===== config.mk =====
export PLATFORM = sky130hd
export DESIGN_NAME = greedy_text_wrapper
export DESIGN_NICKNAME = d
export VERILOG_FILES = /design/src/hdl/gtw_pkg.sv /design/src/hdl/gtw_cell.sv /design/src/hdl/gtw_chain.sv /design/src/hdl/greedy_text_wrapper.sv
export VERILOG_INCLUDE_DIRS = /design/src /design/src/hdl
export SDC_FILE = /design/constraint.sdc
export NUM_CORES = 1
export LEC_CHECK = 0
export BUFFER_PORTS_ARGS = -buffer_cell sky130_fd_sc_hd__buf_2
export CORE_MARGIN = 3
export CORE_UTILIZATION = 68
export CTS_CLUSTER_DIAMETER = 30
export DETAILED_ROUTE_END_ITERATION = 10
export HOLD_SLACK_MARGIN = 0.05
export PLACE_DENSITY = 0.86
export SKIP_CTS_REPAIR_TIMING = 1
export SLEW_MARGIN = 25
export SYNTH_ARGS = -nofsm -noshare
export SYNTH_HDL_FRONTEND = slang
export SYNTH_HIERARCHICAL = 1
export SYNTH_SLANG_ARGS = --single-unit

===== constraint.sdc =====
create_clock -name clk_i -period 8.32 [get_ports clk_i]
set_clock_uncertainty 0.1 [all_clocks]
set_input_delay 0.832 -clock clk_i [delete_from_list [all_inputs] [get_ports clk_i]]
set_output_delay 0.832 -clock clk_i [all_outputs]
set_load 0.03 [all_outputs]

===== src/hdl/greedy_text_wrapper_macros.svh =====
// ----------------------------------------------------------------------------
// Greedy text wrapper assertion macros
// Concurrent checks for the wrapper, compiled out for synthesis.
// ----------------------------------------------------------------------------
`ifndef GREEDY_TEXT_WRAPPER_MACROS_SVH
`define GREEDY_TEXT_WRAPPER_MACROS_SVH

`ifndef SYNTHESIS
// check that holds on every edge out of reset
`define GTW_ASSERT(lbl, prop) \
  lbl: assert property (@(posedge clk_i) disable iff (!rst_ni) (prop)) \
    else $error("greedy_text_wrapper check failed");
// antecedent on one edge, consequent on the next
`define GTW_ASSERT_NEXT(lbl, ante, cons) \
  lbl: assert property (@(posedge clk_i) disable iff (!rst_ni) (ante) |=> (cons)) \
    else $error("greedy_text_wrapper sequence check failed");
`else
`define GTW_ASSERT(lbl, prop)
`define GTW_ASSERT_NEXT(lbl, ante, cons)
`endif

`endif


===== src/hdl/gtw_pkg.sv =====
// ----------------------------------------------------------------------------
// Greedy text wrapper package
// Shared constants, result codes and the row chain control word.
// ----------------------------------------------------------------------------
package gtw_pkg;

  localparam int MAX_COLS = 30;
  localparam int MAX_ROWS = 16;
  localparam int COL_W    = $clog2(MAX_COLS + 1);

  localparam logic [7:0] CH_SPACE   = 8'h20;
  localparam logic [7:0] CH_NEWLINE = 8'h0A;

  localparam logic [1:0] KIND_BYTE   = 2'd0;
  localparam logic [1:0] KIND_DONE   = 2'd1;
  localparam logic [1:0] KIND_REFUSE = 2'd2;

  localparam logic [1:0] CFG_ROW_WIDTH    = 2'd0;
  localparam logic [1:0] CFG_ROW_LIMIT    = 2'd1;
  localparam logic [1:0] CFG_OUT_CAPACITY = 2'd2;

  localparam logic [4:0]  RST_ROW_WIDTH    = 5'd30;
  localparam logic [4:0]  RST_ROW_LIMIT    = 5'd16;
  localparam logic [10:0] RST_OUT_CAPACITY = 11'd512;

  typedef struct packed {
    logic             shift;
    logic             wr;
    logic [COL_W-1:0] widx;
    logic [7:0]       wdata;
  } chain_ctl_t;

endpackage


===== src/hdl/gtw_cell.sv =====
// ----------------------------------------------------------------------------
// Greedy text wrapper row cell
// One column of the row: loads a byte at its index or takes its neighbour's.
// ----------------------------------------------------------------------------
module gtw_cell (
  input  logic                     clk_i,
  input  gtw_pkg::chain_ctl_t      ctl_i,
  input  logic [gtw_pkg::COL_W-1:0] idx_i,
  input  logic [7:0]               nxt_i,
  output logic [7:0]               q_o
);

  logic [7:0] data_q;
  logic [7:0] data_d;

  always_comb begin
    data_d = data_q;
    if (ctl_i.wr && (ctl_i.widx == idx_i)) begin
      data_d = ctl_i.wdata;
    end else if (ctl_i.shift) begin
      data_d = nxt_i;
    end
  end

  always_ff @(posedge clk_i) begin
    data_q <= data_d;
  end

  assign q_o = data_q;

endmodule


===== src/hdl/gtw_chain.sv =====
// ----------------------------------------------------------------------------
// Greedy text wrapper row chain
// Row of cells; a shift moves every byte one column towards the front.
// ----------------------------------------------------------------------------
module gtw_chain (
  input  logic                clk_i,
  input  gtw_pkg::chain_ctl_t ctl_i,
  output logic [7:0]          front_o
);

  logic [7:0] cell_q [gtw_pkg::MAX_COLS];

  for (genvar i = 0; i < gtw_pkg::MAX_COLS; i++) begin : g_cell
    logic [7:0] nxt;
    if (i == gtw_pkg::MAX_COLS - 1) begin : g_tail
      assign nxt = 8'h00;
    end else begin : g_body
      assign nxt = cell_q[i+1];
    end
    gtw_cell u_cell (
      .clk_i (clk_i),
      .ctl_i (ctl_i),
      .idx_i (gtw_pkg::COL_W'(i)),
      .nxt_i (nxt),
      .q_o   (cell_q[i])
    );
  end

  assign front_o = cell_q[0];

endmodule


===== src/hdl/greedy_text_wrapper.sv =====
// ----------------------------------------------------------------------------
// Greedy text wrapper
// Text comes in one byte a word on the input channel (valid/stall) and leaves
// wrapped into rows, one result a word on the output channel: row bytes and
// newlines, then a finish word with the row count, or a refusal word.
// Configuration: row width, row limit, output capacity, written by index.
// An ordinary byte is accepted and then decided. Closing a row takes the
// decide step, any newline and then the row bytes, sent as the row chain
// shifts the row out through its front cell; a break at a space adds a
// step to drop the space and append the byte. End of text adds a check
// step, the last row and the finish word. Results leave through a register.
// A stalled output holds the sequencer; input is taken only while idle.
// Reset clears the run state and loads the register defaults; no row store
// clearing is needed.
// ----------------------------------------------------------------------------
module greedy_text_wrapper (
  input  logic        clk_i,
  input  logic        rst_ni,
  input  logic        in_valid_i,
  output logic        in_stall_o,
  input  logic [7:0]  char_byte_i,
  input  logic        is_final_i,
  output logic        out_valid_o,
  input  logic        out_stall_i,
  output logic [1:0]  kind_o,
  output logic [7:0]  out_byte_o,
  output logic [4:0]  row_count_o,
  output logic        run_end_o,
  input  logic        cfg_valid_i,
  output logic        cfg_ready_o,
  input  logic [1:0]  cfg_index_i,
  input  logic [10:0] cfg_data_i
);

  `include "greedy_text_wrapper_macros.svh"

  localparam logic [2:0] ST_IDLE = 3'd0;
  localparam logic [2:0] ST_DEC  = 3'd1;
  localparam logic [2:0] ST_FIN  = 3'd2;
  localparam logic [2:0] ST_NL   = 3'd3;
  localparam logic [2:0] ST_ROW  = 3'd4;
  localparam logic [2:0] ST_DROP = 3'd5;
  localparam logic [2:0] ST_DONE = 3'd6;
  localparam logic [2:0] ST_REF  = 3'd7;

  localparam logic [1:0] POST_CLEAR = 2'd0;
  localparam logic [1:0] POST_BREAK = 2'd1;
  localparam logic [1:0] POST_FIN   = 2'd2;

  localparam logic [4:0] COLS_MAX = 5'(gtw_pkg::MAX_COLS);
  localparam logic [4:0] ROWS_MAX = 5'(gtw_pkg::MAX_ROWS);

  logic [2:0]  state_q, state_d;
  logic [4:0]  row_width_q, row_limit_q;
  logic [10:0] out_capacity_q;

  logic [7:0]  c_q, c_d;
  logic        fin_q, fin_d;
  logic [4:0]  len_q, len_d;
  logic [4:0]  cnt_q, cnt_d;
  logic [1:0]  post_q, post_d;

  logic [4:0]  row_fill_q, row_fill_d;
  logic [4:0]  space_pos_q, space_pos_d;
  logic        space_seen_q, space_seen_d;
  logic [4:0]  rows_done_q, rows_done_d;
  logic [10:0] bytes_done_q, bytes_done_d;
  logic        refused_q, refused_d;

  logic        out_valid_q;
  logic [1:0]  kind_q, kind_d;
  logic [7:0]  byte_q, byte_d;
  logic [4:0]  count_q, count_d;
  logic        end_q, end_d;
  logic        emit;
  logic        out_free;

  gtw_pkg::chain_ctl_t ctl;
  logic [7:0]  front;

  logic [4:0]  cols, lim;
  logic [4:0]  fit_len;
  logic        nl;
  logic [5:0]  need;
  logic [11:0] fit_sum;
  logic        fits;
  logic [4:0]  rem;

  gtw_chain u_chain (
    .clk_i   (clk_i),
    .ctl_i   (ctl),
    .front_o (front)
  );

  assign cfg_ready_o = 1'b1;
  assign in_stall_o  = (state_q != ST_IDLE);
  assign out_free    = !out_valid_q || !out_stall_i;

  assign cols    = (row_width_q > COLS_MAX) ? COLS_MAX : row_width_q;
  assign lim     = (row_limit_q > ROWS_MAX) ? ROWS_MAX : row_limit_q;
  assign fit_len = ((state_q == ST_DEC) && (c_q != gtw_pkg::CH_SPACE)) ?
                   space_pos_q : row_fill_q;
  assign nl      = (rows_done_q != 5'd0);
  assign need    = {1'b0, fit_len} + {5'd0, nl};
  assign fit_sum = {1'b0, bytes_done_q} + {6'd0, need};
  assign fits    = (rows_done_q < lim) && (fit_sum < {1'b0, out_capacity_q});
  assign rem     = row_fill_q - space_pos_q - 5'd1;

  always_comb begin
    state_d      = state_q;
    c_d          = c_q;
    fin_d        = fin_q;
    len_d        = len_q;
    cnt_d        = cnt_q;
    post_d       = post_q;
    row_fill_d   = row_fill_q;
    space_pos_d  = space_pos_q;
    space_seen_d = space_seen_q;
    rows_done_d  = rows_done_q;
    bytes_done_d = bytes_done_q;
    refused_d    = refused_q;
    emit         = 1'b0;
    kind_d       = gtw_pkg::KIND_BYTE;
    byte_d       = 8'h00;
    count_d      = 5'd0;
    end_d        = 1'b0;
    ctl          = '0;

    case (state_q)
      ST_IDLE: begin
        if (in_valid_i) begin
          c_d     = char_byte_i;
          fin_d   = is_final_i;
          state_d = ST_DEC;
        end
      end
      ST_DEC: begin
        if (refused_q) begin
          if (fin_q) begin
            row_fill_d   = '0;
            space_pos_d  = '0;
            space_seen_d = 1'b0;
            rows_done_d  = '0;
            bytes_done_d = '0;
            refused_d    = 1'b0;
          end
          state_d = ST_IDLE;
        end else if (c_q == gtw_pkg::CH_NEWLINE) begin
          state_d = ST_REF;
        end else if ((row_fill_q == 5'd0) && (c_q == gtw_pkg::CH_SPACE)) begin
          state_d = fin_q ? ST_FIN : ST_IDLE;
        end else if (row_fill_q >= cols) begin
          if ((c_q != gtw_pkg::CH_SPACE) &&
              (!space_seen_q || (space_pos_q >= row_fill_q))) begin
            state_d = ST_REF;
          end else if (fits) begin
            len_d        = fit_len;
            cnt_d        = '0;
            post_d       = (c_q == gtw_pkg::CH_SPACE) ? POST_CLEAR : POST_BREAK;
            bytes_done_d = bytes_done_q + 11'(need);
            rows_done_d  = rows_done_q + 5'd1;
            state_d      = nl ? ST_NL : ST_ROW;
          end else begin
            state_d = ST_REF;
          end
        end else begin
          if (c_q == gtw_pkg::CH_SPACE) begin
            space_pos_d  = row_fill_q;
            space_seen_d = 1'b1;
          end
          if (row_fill_q < COLS_MAX) begin
            ctl.wr     = 1'b1;
            ctl.widx   = row_fill_q;
            ctl.wdata  = c_q;
            row_fill_d = row_fill_q + 5'd1;
          end
          state_d = fin_q ? ST_FIN : ST_IDLE;
        end
      end
      ST_FIN: begin
        if (row_fill_q == 5'd0) begin
          state_d = ST_DONE;
        end else if (fits) begin
          len_d        = fit_len;
          cnt_d        = '0;
          post_d       = POST_FIN;
          bytes_done_d = bytes_done_q + 11'(need);
          rows_done_d  = rows_done_q + 5'd1;
          state_d      = nl ? ST_NL : ST_ROW;
        end else begin
          state_d = ST_REF;
        end
      end
      ST_NL: begin
        if (out_free) begin
          emit    = 1'b1;
          byte_d  = gtw_pkg::CH_NEWLINE;
          state_d = ST_ROW;
        end
      end
      ST_ROW: begin
        if (out_free) begin
          emit      = 1'b1;
          byte_d    = front;
          ctl.shift = 1'b1;
          cnt_d     = cnt_q + 5'd1;
          if (cnt_q == (len_q - 5'd1)) begin
            end_d = !fin_q;
            case (post_q)
              POST_CLEAR: begin
                row_fill_d   = '0;
                space_seen_d = 1'b0;
                state_d      = fin_q ? ST_FIN : ST_IDLE;
              end
              POST_BREAK: state_d = ST_DROP;
              default:    state_d = ST_DONE;
            endcase
          end
        end
      end
      ST_DROP: begin
        ctl.shift    = 1'b1;
        ctl.wr       = 1'b1;
        ctl.widx     = rem;
        ctl.wdata    = c_q;
        row_fill_d   = rem + 5'd1;
        space_seen_d = 1'b0;
        space_pos_d  = '0;
        state_d      = fin_q ? ST_FIN : ST_IDLE;
      end
      ST_DONE: begin
        if (out_free) begin
          emit         = 1'b1;
          kind_d       = gtw_pkg::KIND_DONE;
          count_d      = rows_done_q;
          end_d        = 1'b1;
          row_fill_d   = '0;
          space_pos_d  = '0;
          space_seen_d = 1'b0;
          rows_done_d  = '0;
          bytes_done_d = '0;
          refused_d    = 1'b0;
          state_d      = ST_IDLE;
        end
      end
      ST_REF: begin
        if (out_free) begin
          emit      = 1'b1;
          kind_d    = gtw_pkg::KIND_REFUSE;
          end_d     = 1'b1;
          refused_d = 1'b1;
          if (fin_q) begin
            row_fill_d   = '0;
            space_pos_d  = '0;
            space_seen_d = 1'b0;
            rows_done_d  = '0;
            bytes_done_d = '0;
            refused_d    = 1'b0;
          end
          state_d = ST_IDLE;
        end
      end
      default: state_d = ST_IDLE;
    endcase
  end

  always_ff @(posedge clk_i or negedge rst_ni) begin
    if (!rst_ni) begin
      state_q        <= ST_IDLE;
      row_width_q    <= gtw_pkg::RST_ROW_WIDTH;
      row_limit_q    <= gtw_pkg::RST_ROW_LIMIT;
      out_capacity_q <= gtw_pkg::RST_OUT_CAPACITY;
      row_fill_q     <= '0;
      space_pos_q    <= '0;
      space_seen_q   <= 1'b0;
      rows_done_q    <= '0;
      bytes_done_q   <= '0;
      refused_q      <= 1'b0;
      out_valid_q    <= 1'b0;
    end else begin
      state_q      <= state_d;
      row_fill_q   <= row_fill_d;
      space_pos_q  <= space_pos_d;
      space_seen_q <= space_seen_d;
      rows_done_q  <= rows_done_d;
      bytes_done_q <= bytes_done_d;
      refused_q    <= refused_d;
      if (emit) begin
        out_valid_q <= 1'b1;
      end else if (!out_stall_i) begin
        out_valid_q <= 1'b0;
      end
      if (cfg_valid_i) begin
        case (cfg_index_i)
          gtw_pkg::CFG_ROW_WIDTH:    row_width_q    <= cfg_data_i[4:0];
          gtw_pkg::CFG_ROW_LIMIT:    row_limit_q    <= cfg_data_i[4:0];
          gtw_pkg::CFG_OUT_CAPACITY: out_capacity_q <= cfg_data_i;
          default: ;
        endcase
      end
    end
  end

  always_ff @(posedge clk_i) begin
    c_q    <= c_d;
    fin_q  <= fin_d;
    len_q  <= len_d;
    cnt_q  <= cnt_d;
    post_q <= post_d;
    if (emit) begin
      kind_q  <= kind_d;
      byte_q  <= byte_d;
      count_q <= count_d;
      end_q   <= end_d;
    end
  end

  assign out_valid_o = out_valid_q;
  assign kind_o      = kind_q;
  assign out_byte_o  = byte_q;
  assign row_count_o = count_q;
  assign run_end_o   = end_q;

  `GTW_ASSERT(a_rows_bound, rows_done_q <= ROWS_MAX)
  `GTW_ASSERT(a_fill_bound, row_fill_q <= COLS_MAX)
  `GTW_ASSERT(a_row_count, (state_q != ST_ROW) || (cnt_q < len_q))
  `GTW_ASSERT_NEXT(a_accept_dec, in_valid_i && !in_stall_o, state_q == ST_DEC)

endmodule

==> results.rst <==
.. list-table::
   :header-rows: 1

   * - Metric
     - Value
   * - Number of global-route vias before repair
     - around 13000
   * - Antenna cell count
     - 0
   * - Wire length of the first global-routing pass
     - 67.76 mm
   * - Detailed-route vias per instance
     - approximately 6
   * - Estimated wirelength of the detail-placed design
     - approximately 26 mm
   * - Worst Setup Path Type
     - flip-flop to flip-flop
   * - Global placer's final weighted congestion
     - 0.9758
   * - Final number of setup-violating endpoints
     - 0
   * - Number of warning messages in the yosys log
     - 6
   * - Total congestion overflow
     - 0
   * - Area overhead of the layout relative to synthesis
     - 18.31%
   * - Sort of element at the end of the critical path
     - flip-flop
   * - Critical Path RT
     - 8410 ps
   * - Reg clk slew, reported paths
     - around 50 ps
   * - Final hold violation count
     - 0
   * - Synthesized area
     - 18180 um2
   * - CTS tree
     - yes
   * - Startpoint kind of the worst setup timing path
     - flip-flop
   * - Most frequent cells in the layout
     - sky130_fd_sc_hd__edfxtp_1, sky130_fd_sc_hd__mux2_2, sky130_fd_sc_hd__conb_1
   * - Synthesis-stage register bit count
     - 330
   * - Layout cells sized above 1
     - between 30% and 40%
   * - Initial DRT Pass Iterations
     - 7
   * - Total detailed-routing wirelength
     - about 43 mm
   * - Gr usage total
     - between 20% and 30%
   * - Max Cap Viol
     - 0
   * - Vertical extent of the die
     - 169.5 um
   * - Number of top-level design ports
     - 46
   * - Initial DRC Count
     - 1313
   * - Core footprint
     - 26130 um2
   * - Post-route cell area
     - roughly 22000 um2
   * - Cell area reported after detailed placement
     - 19410 um2
   * - Post-synthesis average cell area
     - between 10 and 15 um2
   * - Final period demand of the worst path
     - ~6800 ps
   * - # rows
     - 59
   * - Final layout net count
     - between 1500 and 2000
   * - Cell count after synthesis
     - roughly 1400
   * - TritonCTS buffer count
     - 60
   * - Deepest clock path buffer count
     - 3
   * - Number of routed nets with antenna violations
     - 0
   * - Routed len/inst
     - roughly 21 um
   * - Worst-case vdd ir drop
     - roughly 0.25 mV
   * - IO buf count
     - 44
   * - Setup repair after global routing missed its margin
     - no
   * - Tcrit/Tclk final
     - 81.94%
   * - Result of the run
     - finished clean
   * - Fill cell instance count of the final layout
     - between 1000 and 1500
   * - Count of clock tree sinks
     - 330
   * - Horizontal die dimension
     - about 170 um
   * - Area enclosed by the die boundary
     - between 20000 and 30000 um2
   * - Fmax
     - ~0.15 GHz
   * - Static leakage
     - about 8.3 nW
   * - Worst setup margin
     - 1503 ps
   * - Total number of vias
     - 12190
   * - Post-synth EDFFs
     - approximately 280
   * - Origin of the critical flop-to-flop path
     - c_q[2]$_DFFE_PP_
   * - Root Driver
     - sky130_fd_sc_hd__clkbuf_16
   * - Post-route DRC violation count
     - 0
   * - H-Tree Depth
     - 2
   * - Largest driver fanout on the critical path
     - 11
   * - Portion of the post-synthesis area used by sequential elements
     - between 50% and 60%
   * - Yosys cell types
     - 70
   * - Most frequent standard cell in the layout excluding fill and tap cells
     - sky130_fd_sc_hd__edfxtp_1
   * - Antenna violations before repair
     - 2
   * - Headroom to the max-slew limit
     - 32.53%
   * - Most used DFF post-synth
     - sky130_fd_sc_hd__edfxtp_1
   * - Transition at the pin with the smallest max-transition slack
     - 1012 ps
   * - Initial cell density of the core
     - just under 70%
   * - Later-pin clock latency in the skew report
     - roughly 580 ps
   * - Final hold slack
     - between 300 and 400 ps
   * - Placement-stage worst setup slack
     - ~1700 ps
   * - Min-Delay Path Class
     - input port to async pin
   * - Final count of pins violating max slew
     - 0
   * - FFs w/ async S/R, synth
     - 16.06%
   * - Largest net degree at the start of global routing
     - 54
   * - Total power density per cell area
     - approximately 420 nW/um2
   * - Final-layout setup total negative slack
     - 0 ps
   * - WP data arrival
     - 6910 ps
   * - Critical path origin
     - c_q[2]$_DFFE_PP_
## registers in the layout (all words and copies together), names as in the netlist, 8 cells and up
register	flops
u_chain/g_cell.u_cell/q_o	240
out_byte_o	8
bytes_done_q	11
c_q	8
out_capacity_q	11
## Yosys cell counts (all sizes together) (3+ instances only)
library cell	count	area, um2
inv	46	172.7
a21o	9	67.56
a211o	3	26.28
o31ai	5	37.54
xnor2	108	945.9
nor4	7	50.05
a22o	20	175.2
nand3	19	95.09
a211oi	10	87.58
a22oi	7	52.55
dfstp	6	157.7
and3	16	100.1
a31oi	12	75.07
or3	3	18.77
xor2	68	595.6
o211ai	11	82.58
ha	43	538.0
dfrtp	47	1176
mux2	259	2917
nand2b	10	62.56
or2	33	206.5
nand4	33	206.5
nand2	52	195.2
mux2i	9	90.09
edfxtp	277	8318
conb	3	11.26
a21oi	28	140.1
nor2	40	150.1
o22ai	5	31.28
nand3b	3	22.52
nor4b	3	32.53
nor3b	3	22.52
o21ai	34	170.2
and2	16	100.1
clkbuf	24	90.09
buf	8	46.30
nor3	42	553.0
nor2b	7	43.79
or4	4	30.03
## cell families (layout without fill, tap and decap cells)
family / count (synthesis) / in the layout / share of synthesized area [%]
flip-flops: 330 / 330 / 53.09
AND/OR/NAND/NOR: 295 / 295 / 10.60
multiplexers: 268 / 268 / 16.54
XOR/XNOR: 176 / 176 / 8.478
AO/OA/AOI/OAI: 166 / 166 / 6.359
buffers and inverters: 78 / 218 / 1.700
adder cells (fa/ha/maj): 45 / 45 / 3.179
other: 3 / 159 / 0.06193
## through the flow
step	power, mW	cells	util [%]
final	9.013	1992	82.31
after global routing	9.431	1992	82.31
after CTS	8.998	1992	82.29
after detailed placement	6.364	1879	74.26
after global placement	6.183	1879	74.26
after floorplan	5.514	1517	-
## metal layers
layer	share of wire, %	GRT usage, %
met4	4.2	12.87
met1	39	37.51
met5	0.030	0
met3	6.6	4.962
met2	51	51.76
## critical path, cell delays in order (launching register included)
cell and delay [ps]:
sky130_fd_sc_hd__edfxtp_1 400, sky130_fd_sc_hd__nor4_2 460, sky130_fd_sc_hd__nand3_1 300, sky130_fd_sc_hd__nand2_1 320, sky130_fd_sc_hd__nand2_1 100, sky130_fd_sc_hd__o21ai_0 130
sky130_fd_sc_hd__ha_1 280, sky130_fd_sc_hd__ha_1 280, sky130_fd_sc_hd__fa_1 460, sky130_fd_sc_hd__a21o_1 180, sky130_fd_sc_hd__a21oi_1 240, sky130_fd_sc_hd__o21a_1 300
sky130_fd_sc_hd__nand3b_1 220, sky130_fd_sc_hd__or2_1 190, sky130_fd_sc_hd__xnor2_1 140, sky130_fd_sc_hd__ha_1 260, sky130_fd_sc_hd__and3_1 210, sky130_fd_sc_hd__a211o_1 430
sky130_fd_sc_hd__or3_1 590, sky130_fd_sc_hd__o31ai_1 810
## layout make-up
cell class	count	area [um2]	area share (%)
multi-input cells	1109	8835	41.07
inverters	46	172.7	0.8027
repair buffers	59	332.8	1.547
well taps	335	419.2	1.949
clock inverters	40	476.7	2.216
flip-flops and latches	330	9652	44.87
clock buffers	73	1623	7.544
## worst paths after layout
| check | end | slack [ps] | cells past startpoint |
|---|---|---|---|
| max | cnt_q[3]$_SDFFCE_PN0P_ | 1500 | 19 |
| min | out_capacity_q[1]$_DFFE_PN0P_ | 310 | 2 |
| max reg2reg | cnt_q[3]$_SDFFCE_PN0P_ | 1500 | 19 |
| min reg2reg | out_capacity_q[5]$_DFFE_PN0P_ | 410 | 1 |
| max in group asynchronous | state_q[2]$_DFFE_PN0P_ | 7330 | 2 |
| min in group clk_i | c_q[2]$_DFFE_PP_ | 350 | 1 |
## power breakdown
group / total [mW] / switching (mW) / internal [mW]
clock: 2.50 / 0.856 / 1.64
sequential: 3.18 / 0.330 / 2.85
combinational: 3.33 / 2.08 / 1.26
Power figures use the tool's default switching activity.
